===== src/rtl/suffixed_decimal_parser_macros.svh =====
// Assertion macros for the suffixed decimal parser.
// Included by the top level; needs a clock named clock and a reset named reset.
`ifndef SUFFIXED_DECIMAL_PARSER_MACROS_SVH
`define SUFFIXED_DECIMAL_PARSER_MACROS_SVH

// Check that cons holds in the same cycle as ante.
`define SDP_ASSERT_SAME(lbl, ante, cons, msg) \
   lbl: assert property (@(posedge clock) disable iff (reset) (ante) |-> (cons)) \
      else $error(msg);

// Check that cons holds in the cycle after ante.
`define SDP_ASSERT_NEXT(lbl, ante, cons, msg) \
   lbl: assert property (@(posedge clock) disable iff (reset) (ante) |=> (cons)) \
      else $error(msg);

`endif


===== src/rtl/sdp_pkg.sv =====
// Shared types, constants and functions of the suffixed decimal parser.
// No dependencies; used by sdp_step and suffixed_decimal_parser.
package sdp_pkg;

   localparam int ValueW   = 31;
   localparam int CharW    = 8;
   localparam int PlacesW  = 3;
   localparam int DigitW   = 4;
   localparam int WeightW  = 17;
   localparam int FracAddW = 21;

   localparam int VALUE_MAX = 2147483647;
   localparam int K_LIMIT   = 2147483;
   localparam int M_LIMIT   = 2147;
   localparam int K_SCALE   = 1000;
   localparam int M_SCALE   = 1000000;
   localparam int K_PLACES  = 3;
   localparam int M_PLACES  = 6;

   localparam logic [CharW-1:0] CHAR_NUL  = 8'h00;
   localparam logic [CharW-1:0] CHAR_ZERO = 8'h30;
   localparam logic [CharW-1:0] CHAR_NINE = 8'h39;
   localparam logic [CharW-1:0] CHAR_K_UP = 8'h4B;
   localparam logic [CharW-1:0] CHAR_K_LO = 8'h6B;
   localparam logic [CharW-1:0] CHAR_M_UP = 8'h4D;
   localparam logic [CharW-1:0] CHAR_M_LO = 8'h6D;

   // Parse phase, one-hot.
   typedef enum logic [3:0] {
      PH_INT  = 4'b0001,
      PH_FRAC = 4'b0010,
      PH_SKIP = 4'b0100,
      PH_BAD  = 4'b1000
   } phase_type;

   typedef struct packed {
      phase_type                phase;
      logic [ValueW-1:0]        acc;
      logic [PlacesW-1:0]       places;
   } sdp_state_type;

   localparam sdp_state_type STATE_RESET = '{phase: PH_INT, acc: '0, places: '0};

   // Place value of the suffix digit at the given index (places left minus one).
   function automatic logic [WeightW-1:0] place_weight(input logic [PlacesW-1:0] idx);
      logic [WeightW-1:0] w;
      case (idx)
         3'd0:    w = 17'd1;
         3'd1:    w = 17'd10;
         3'd2:    w = 17'd100;
         3'd3:    w = 17'd1000;
         3'd4:    w = 17'd10000;
         3'd5:    w = 17'd100000;
         default: w = 17'd0;
      endcase
      return w;
   endfunction

endpackage


===== src/rtl/sdp_step.sv =====
// One character step of the suffixed decimal parser: next state and result.
// Purely combinational; depends on sdp_pkg.
module sdp_step (
   input  sdp_pkg::sdp_state_type     cur,
   input  logic [sdp_pkg::CharW-1:0]  char_code,
   output sdp_pkg::sdp_state_type     nxt,
   output logic [sdp_pkg::ValueW-1:0] res_value,
   output logic                       res_rejected
);
   import sdp_pkg::*;

   logic                  is_digit;
   logic                  is_k;
   logic                  is_m;
   logic [DigitW-1:0]     digit;
   logic [ValueW+3:0]     int_sum;
   logic [31:0]           k_prod;
   logic [31:0]           m_prod;
   logic [FracAddW-1:0]   frac_add;
   logic [31:0]           frac_sum;
   logic [PlacesW-1:0]    places_dec;

   // Classify the character and form the candidate values.
   always_comb begin
      is_digit   = (char_code >= CHAR_ZERO) && (char_code <= CHAR_NINE);
      is_k       = (char_code == CHAR_K_UP) || (char_code == CHAR_K_LO);
      is_m       = (char_code == CHAR_M_UP) || (char_code == CHAR_M_LO);
      digit      = is_digit ? DigitW'(char_code - CHAR_ZERO) : '0;
      int_sum    = (ValueW+4)'({cur.acc, 3'b000}) + (ValueW+4)'({cur.acc, 1'b0})
                   + (ValueW+4)'(digit);
      k_prod     = 32'(cur.acc[21:0]) * 32'(K_SCALE);
      m_prod     = 32'(cur.acc[11:0]) * 32'(M_SCALE);
      places_dec = cur.places - 3'd1;
      frac_add   = FracAddW'(digit) * FracAddW'(place_weight(places_dec));
      frac_sum   = 32'(cur.acc) + 32'(frac_add);
   end

   // Advance the parse state; a terminator emits the result and clears.
   always_comb begin
      nxt          = cur;
      res_value    = '0;
      res_rejected = 1'b0;
      if (char_code == CHAR_NUL) begin
         res_rejected = (cur.phase == PH_BAD);
         res_value    = (cur.phase == PH_BAD) ? '0 : cur.acc;
         nxt          = STATE_RESET;
      end else begin
         case (cur.phase)
            PH_INT: begin
               if (is_digit) begin
                  if (int_sum > (ValueW+4)'(VALUE_MAX)) nxt.phase = PH_BAD;
                  else nxt.acc = int_sum[ValueW-1:0];
               end else if (is_k) begin
                  if (cur.acc > ValueW'(K_LIMIT)) begin
                     nxt.phase = PH_BAD;
                  end else begin
                     nxt.acc    = k_prod[ValueW-1:0];
                     nxt.places = PlacesW'(K_PLACES);
                     nxt.phase  = PH_FRAC;
                  end
               end else if (is_m) begin
                  if (cur.acc > ValueW'(M_LIMIT)) begin
                     nxt.phase = PH_BAD;
                  end else begin
                     nxt.acc    = m_prod[ValueW-1:0];
                     nxt.places = PlacesW'(M_PLACES);
                     nxt.phase  = PH_FRAC;
                  end
               end else begin
                  nxt.phase = PH_BAD;
               end
            end
            PH_FRAC: begin
               if (!is_digit) begin
                  nxt.phase = PH_BAD;
               end else if (cur.places == '0 || cur.places > PlacesW'(M_PLACES)) begin
                  nxt.phase = PH_SKIP;
               end else if (frac_sum > 32'(VALUE_MAX)) begin
                  nxt.phase = PH_BAD;
               end else begin
                  nxt.acc    = frac_sum[ValueW-1:0];
                  nxt.places = places_dec;
               end
            end
            default: begin
               // Skipping the tail or rejected: hold until the terminator.
               nxt = cur;
            end
         endcase
      end
   end

endmodule


===== src/rtl/suffixed_decimal_parser.sv =====
// Suffixed decimal parser: one ASCII character per transfer in, one result per string out.
// Depends on sdp_pkg, sdp_step and suffixed_decimal_parser_macros.svh.
//
// Characters arrive one per req transfer; a zero byte ends the string and
// produces one rsp transfer carrying the value (0 when rejected) and the
// rejected flag. Digits build an integer, a single k/K or m/M scales it by
// 1000 or 1000000, and up to 3 or 6 following digits fill the lower places.
// The block takes one character every cycle while it is not stalled. A terminator
// passes through the input register and then the parse step, which loads the
// result register. The only stall comes from the result channel: a terminator
// waits in the input register while an earlier result is still held there.
`include "suffixed_decimal_parser_macros.svh"

module suffixed_decimal_parser (
   input  logic                                clock,
   input  logic                                reset,
   input  logic                                req_tvalid,
   output logic                                req_tready,
   input  logic [sdp_pkg::CharW-1:0]           req_tdata,  // [7:0] char_code
   output logic                                rsp_tvalid,
   input  logic                                rsp_tready,
   output logic [31:0]                         rsp_tdata,  // [30:0] value, [31] zero
   output logic                                rsp_tuser   // [0] rejected
);
   import sdp_pkg::*;

   logic                 in_valid_ff;
   logic [CharW-1:0]     in_char_ff;
   sdp_state_type        state_ff;
   sdp_state_type        state_in;
   logic                 rsp_valid_ff;
   logic [ValueW-1:0]    rsp_value_ff;
   logic                 rsp_rejected_ff;
   logic [ValueW-1:0]    step_value;
   logic                 step_rejected;
   logic                 in_is_term;
   logic                 out_free;
   logic                 step_fire;

   // Handshake: a terminator needs room in the result register.
   assign in_is_term = (in_char_ff == CHAR_NUL);
   assign out_free   = !rsp_valid_ff || rsp_tready;
   assign step_fire  = in_valid_ff && (!in_is_term || out_free);
   assign req_tready = !in_valid_ff || step_fire;

   // Capture the incoming character.
   always_ff @(posedge clock) begin
      if (reset) begin
         in_valid_ff <= 1'b0;
      end else if (req_tready) begin
         in_valid_ff <= req_tvalid;
      end
   end

   always_ff @(posedge clock) begin
      if (req_tready && req_tvalid) begin
         in_char_ff <= req_tdata;
      end
   end

   sdp_step u_step (
      .cur          (state_ff),
      .char_code    (in_char_ff),
      .nxt          (state_in),
      .res_value    (step_value),
      .res_rejected (step_rejected)
   );

   // Advance the parse state on each processed character.
   always_ff @(posedge clock) begin
      if (reset) begin
         state_ff <= STATE_RESET;
      end else if (step_fire) begin
         state_ff <= state_in;
      end
   end

   // Load the result on a terminator; drop it once transferred.
   always_ff @(posedge clock) begin
      if (reset) begin
         rsp_valid_ff <= 1'b0;
      end else if (step_fire && in_is_term) begin
         rsp_valid_ff <= 1'b1;
      end else if (rsp_tready) begin
         rsp_valid_ff <= 1'b0;
      end
   end

   always_ff @(posedge clock) begin
      if (step_fire && in_is_term) begin
         rsp_value_ff    <= step_value;
         rsp_rejected_ff <= step_rejected;
      end
   end

   assign rsp_tvalid = rsp_valid_ff;
   assign rsp_tdata  = {1'b0, rsp_value_ff};
   assign rsp_tuser  = rsp_rejected_ff;

   // Checks on the parser's own state and result path.
   `SDP_ASSERT_NEXT(a_term_clears, step_fire && in_is_term, state_ff == STATE_RESET, "state not cleared after terminator")
   `SDP_ASSERT_SAME(a_frac_places, state_ff.phase == PH_FRAC, state_ff.places <= PlacesW'(M_PLACES), "suffix places out of range")
   `SDP_ASSERT_SAME(a_reject_zero, rsp_valid_ff && rsp_rejected_ff, rsp_value_ff == '0, "rejected result carries a value")
   `SDP_ASSERT_NEXT(a_load_source, !rsp_valid_ff && !(step_fire && in_is_term), !rsp_valid_ff, "result appeared without terminator")

endmodule

===== config.mk =====
export PLATFORM = sky130hd
export DESIGN_NAME = suffixed_decimal_parser
export DESIGN_NICKNAME = d
export VERILOG_FILES = /design/src/rtl/sdp_pkg.sv /design/src/rtl/sdp_step.sv /design/src/rtl/suffixed_decimal_parser.sv
export VERILOG_INCLUDE_DIRS = /design/src /design/src/rtl
export SDC_FILE = /design/constraint.sdc
export NUM_CORES = 1
export LEC_CHECK = 0
export ABC_AREA = 0
export BUFFER_PORTS_ARGS = -buffer_cell sky130_fd_sc_hd__buf_2
export CORE_MARGIN = 1
export CORE_UTILIZATION = 67
export CTS_BUF_LIST = sky130_fd_sc_hd__clkbuf_16
export DETAILED_ROUTE_END_ITERATION = 16
export PLACE_DENSITY = 0.85
export SLEW_MARGIN = 20
export SYNTH_ARGS = -nofsm -noshare
export SYNTH_HDL_FRONTEND = slang
export SYNTH_SLANG_ARGS = --single-unit

===== constraint.sdc =====
create_clock -name clock -period 10.1 [get_ports clock]
set_clock_uncertainty 0.1 [all_clocks]
set_input_delay 2.525 -clock clock [delete_from_list [all_inputs] [get_ports clock]]
set_output_delay 2.525 -clock clock [all_outputs]
set_load 0.02 [all_outputs]

==> metrics.log <==
INFO  metric rsz0062_at_grt = no
INFO  metric cts_buffer_depth = 2
INFO  metric post_cts.resized_instances = 0
INFO  metric grt_antenna_before_repair = 0
INFO  metric post_cts_setup_buffer_count = 0
INFO  metric worstMarginPinSlew = 1.09 ns
INFO  metric worst-path-max-fanout = 34
INFO  metric synth_area_leader_cell = sky130_fd_sc_hd__ha_1
INFO  metric syn_inst = 1,741
INFO  metric vias = 13,814
INFO  metric viasPerCell = 6.79
INFO  metric ctsRootBufferMaster = sky130_fd_sc_hd__clkbuf_16
INFO  metric area_grow_syn2layout = 4.81%
INFO  metric start_point_of_the_worst_min_delay_path = state_ff[37]
INFO  metric combPwrFrac = 12.9%
INFO  metric synth.distinct_cells = 84
INFO  metric drt_iter0_markers = 1,589
INFO  metric net-switching-power = 0.000226 W
INFO  metric regToRegSetupSlack = 2.59 ns
INFO  metric finalWorstPathRequiredPeriod = 7.51 ns
INFO  metric die_area = 23,500 sq um
INFO  metric synth.yosys.seq_area_share = 13.1%
INFO  metric mappedNetlistArea = 15,300 sq um
INFO  metric grt_pass1_vias = 13,434
INFO  metric worst_r2r_path_depth = 20
INFO  metric pwr_density_cell = 49.6 nW/um^2
INFO  metric hold_viol_final = 0
INFO  metric synth-warning-count = 0
INFO  metric worstSetupEndpointType = flip-flop
INFO  metric slew_limit_fails = 0
INFO  metric totalNegativeSetupSlack = 0 ns
INFO  metric timing.hold.worst.class = flip-flop to flip-flop
INFO  metric worst-setup-path-type = flip-flop to flip-flop
INFO  metric buffer_ports.inserted = 45
INFO  metric fp.dieW = 153 microns
INFO  metric share_seq_of_total_power = 44.5%
INFO  metric layout_worst_path_cycle_share = 74.4%
INFO  metric placeableCoreArea = 22,100 sq um
INFO  metric yosysMostFrequentCell = sky130_fd_sc_hd__ha_1
INFO  metric synth_fp_nets = 2,164
INFO  metric die_y = 153 microns
INFO  metric top_level_ports = 47
INFO  metric drive_gt1_share = 5.87%
INFO  metric postSynth.asyncResetShare = 0%
INFO  metric dr.pass1.iters = 7
INFO  metric ys_ff_latch = 80
INFO  metric layout.nets = 2,172
INFO  metric postRouteAntennaNets = 0
INFO  metric first_pass_grt_wire_length = 73,000 microns
INFO  metric report.final.setup_viol = 0
INFO  metric num_rows = 54
INFO  metric h-tree-depth = 3
INFO  metric initial_utilization = 69.3%
INFO  metric ir_drop = 0.0000687 V
INFO  metric clock_latency_on_the_worst_skew_pair = 0.34 ns
INFO  metric netlist_top_cells_area = sky130_fd_sc_hd__ha_1, sky130_fd_sc_hd__fa_1, sky130_fd_sc_hd__edfxtp_1, sky130_fd_sc_hd__inv_1, sky130_fd_sc_hd__dfxtp_1
INFO  metric avgSynthCellArea = 8.79 sq um
INFO  metric status = finished clean
INFO  metric fmaxAchievable = 0.133 GHz
INFO  metric most_used_dff_post_synth = sky130_fd_sc_hd__edfxtp_1
INFO  metric worstReg2RegStart = in_char_ff[1]
INFO  metric overflow = 0
INFO  metric arrival = 7.59 ns
INFO  metric cap_viol_max_count = 0
INFO  metric wirelength = 46,500 microns
INFO  metric critPathLaunchType = flip-flop
INFO  metric power_leakage = 8.07 nW
INFO  metric r2r-end = state_ff[23]
INFO  metric remaining_drc_errors = 0
INFO  metric yosys-top-cells-count = sky130_fd_sc_hd__ha_1, sky130_fd_sc_hd__inv_1, sky130_fd_sc_hd__fa_1
INFO  metric dp.final_hpwl = 37,200 microns
INFO  metric cts.sink_count = 80
INFO  metric required = 10.18 ns
INFO  metric netlist.area_leader.share = 21.6%
INFO  metric cts_hold_repair.buffers = 0
INFO  metric synth_enable_flop_cells = 40
INFO  metric min_delay_path_depth = 2
INFO  metric timing.max_slew.rel_slack = 27.1%
INFO  metric numCtsBuffers = 9
INFO  metric worst_setup_hold_path_clk_slew = 0.07 ns
INFO  metric power.switching_fraction = 28.4%
INFO  metric total_power = 0.000795 W
INFO  metric overall_routing_resource_usage = 40.3%
INFO  metric hold-worst-slack = 0.379 ns
INFO  metric wl_per_cell = 22.8 microns
INFO  metric grt_start_max_net_pins = 43
INFO  metric intPower = 0.000569 W
INFO  metric clock_tree_from_tritoncts = built
INFO  metric power.clock.fraction = 42.6%
INFO  metric min_to = state_ff[37]
INFO  metric gp_congestion = 1.02
## metrics by stage
| step | utilization, % | std cells | instance area [sq um] | worst slack [ns] |
|---|---|---|---|---|
| final | 72.6 | 2035 | 16000 | 2.59 |
| after global routing | 72.6 | 2034 | 16000 | 2.29 |
| after CTS | 72.6 | 2034 | 16000 | 2.78 |
| after detailed placement | 71.2 | 2018 | 15700 | 2.80 |
| after global placement | 71.2 | 2018 | 15700 | 3.09 |
| after floorplan | - | 1741 | 15300 | 4.12 |
## sequential cells by signal (all words and copies together), names as in the netlist
name,cells
in_char_ff,8
in_valid_ff,1
rsp_tuser,1
rsp_tvalid,1
rsp_value_ff,31
state_ff,38
## placed cells by master (no fill, tap or decap), types with 27 or more instances in the layout
cell type / instances
sky130_fd_sc_hd__nand3_1: 30
sky130_fd_sc_hd__nor3_1: 57
sky130_fd_sc_hd__xor2_1: 27
sky130_fd_sc_hd__a21oi_1: 127
sky130_fd_sc_hd__fa_1: 147
sky130_fd_sc_hd__inv_1: 217
sky130_fd_sc_hd__xnor2_1: 47
sky130_fd_sc_hd__ha_1: 264
sky130_fd_sc_hd__nor2_1: 108
sky130_fd_sc_hd__dfxtp_1: 40
sky130_fd_sc_hd__a211oi_1: 29
sky130_fd_sc_hd__buf_2: 45
sky130_fd_sc_hd__o211ai_1: 38
sky130_fd_sc_hd__nand2_1: 109
sky130_fd_sc_hd__a21o_1: 41
sky130_fd_sc_hd__edfxtp_1: 40
sky130_fd_sc_hd__o21ai_0: 69
## power groups by stage
stage,clock network (W),logic (W),registers [W]
4_1_cts,0.000336,0.0000995,0.000353
5_1_grt,0.000351,0.000110,0.000354
6_report,0.000339,0.000103,0.000354
3_5_place_dp,0,0.0000988,0.000361
2_1_floorplan,0,0.0000716,0.000357
3_3_place_gp,0,0.0000970,0.000360
## how the worst max path moves through the flow
stage,start,end,slack [ns],depth (start not counted)
after floorplan,in_char_ff[1],state_ff[22],4.12,25
after global routing,state_ff[0],state_ff[23],2.29,21
after detailed placement,in_char_ff[1],state_ff[23],2.80,20
after CTS,in_char_ff[1],state_ff[23],2.78,20
after global placement,in_char_ff[1],state_ff[14],3.09,20
final,in_char_ff[1],state_ff[23],2.59,20
## per-layer routing
layer  up-vias  part of all wire, %  track usage, %
met3       167                  9.9            7.91
li1       6237                    -               -
met4         0                  5.8            21.5
met2       776                   44            62.4
met5         -                    0               0
met1      6634                   40            53.4
## critical path, cell delays in order, from the launching register on
cell and delay (ns):
sky130_fd_sc_hd__edfxtp_1 0.46, sky130_fd_sc_hd__o21ai_0 0.29, sky130_fd_sc_hd__and4_1 0.23, sky130_fd_sc_hd__buf_4 0.39
sky130_fd_sc_hd__nand2_1 0.36, sky130_fd_sc_hd__inv_1 0.21, sky130_fd_sc_hd__nand3_1 0.13, sky130_fd_sc_hd__fa_1 0.53
sky130_fd_sc_hd__fa_1 0.52, sky130_fd_sc_hd__fa_1 0.51, sky130_fd_sc_hd__inv_1 0.04, sky130_fd_sc_hd__ha_1 0.33
sky130_fd_sc_hd__nor2b_1 0.16, sky130_fd_sc_hd__o31a_1 0.28, sky130_fd_sc_hd__o211ai_1 0.26, sky130_fd_sc_hd__nand3_1 0.28
sky130_fd_sc_hd__a21oi_1 0.29, sky130_fd_sc_hd__a21o_1 0.57, sky130_fd_sc_hd__o211ai_2 0.47, sky130_fd_sc_hd__o211ai_2 0.72
sky130_fd_sc_hd__o32ai_1 0.21
## layout make-up
class                      instances  area [sq um]
multi-input combinational       1382         12200
fill                            1723          6050
sequential                        80          2000
inverter                         217           815
tap                              280           350
timing repair buffer              59           330
clock buffer                       9           225
clock inverter                     7          78.8
antenna                            1          2.50
## logic make-up (layout without fill, tap and decap cells)
family	after synthesis	count (layout)	share of synthesized area, %
AO/OA/AOI/OAI	473	473	21.2
XOR/XNOR	74	74	4.23
adder cells (fa/ha/maj)	411	411	40.8
buffers and inverters	279	292	7.01
flip-flops	80	80	13.1
multiplexers	11	11	0.719
other	1	2	0.0245
AND/OR/NAND/NOR	412	412	12.9
Note: power is estimated with default switching activity, not from simulation.
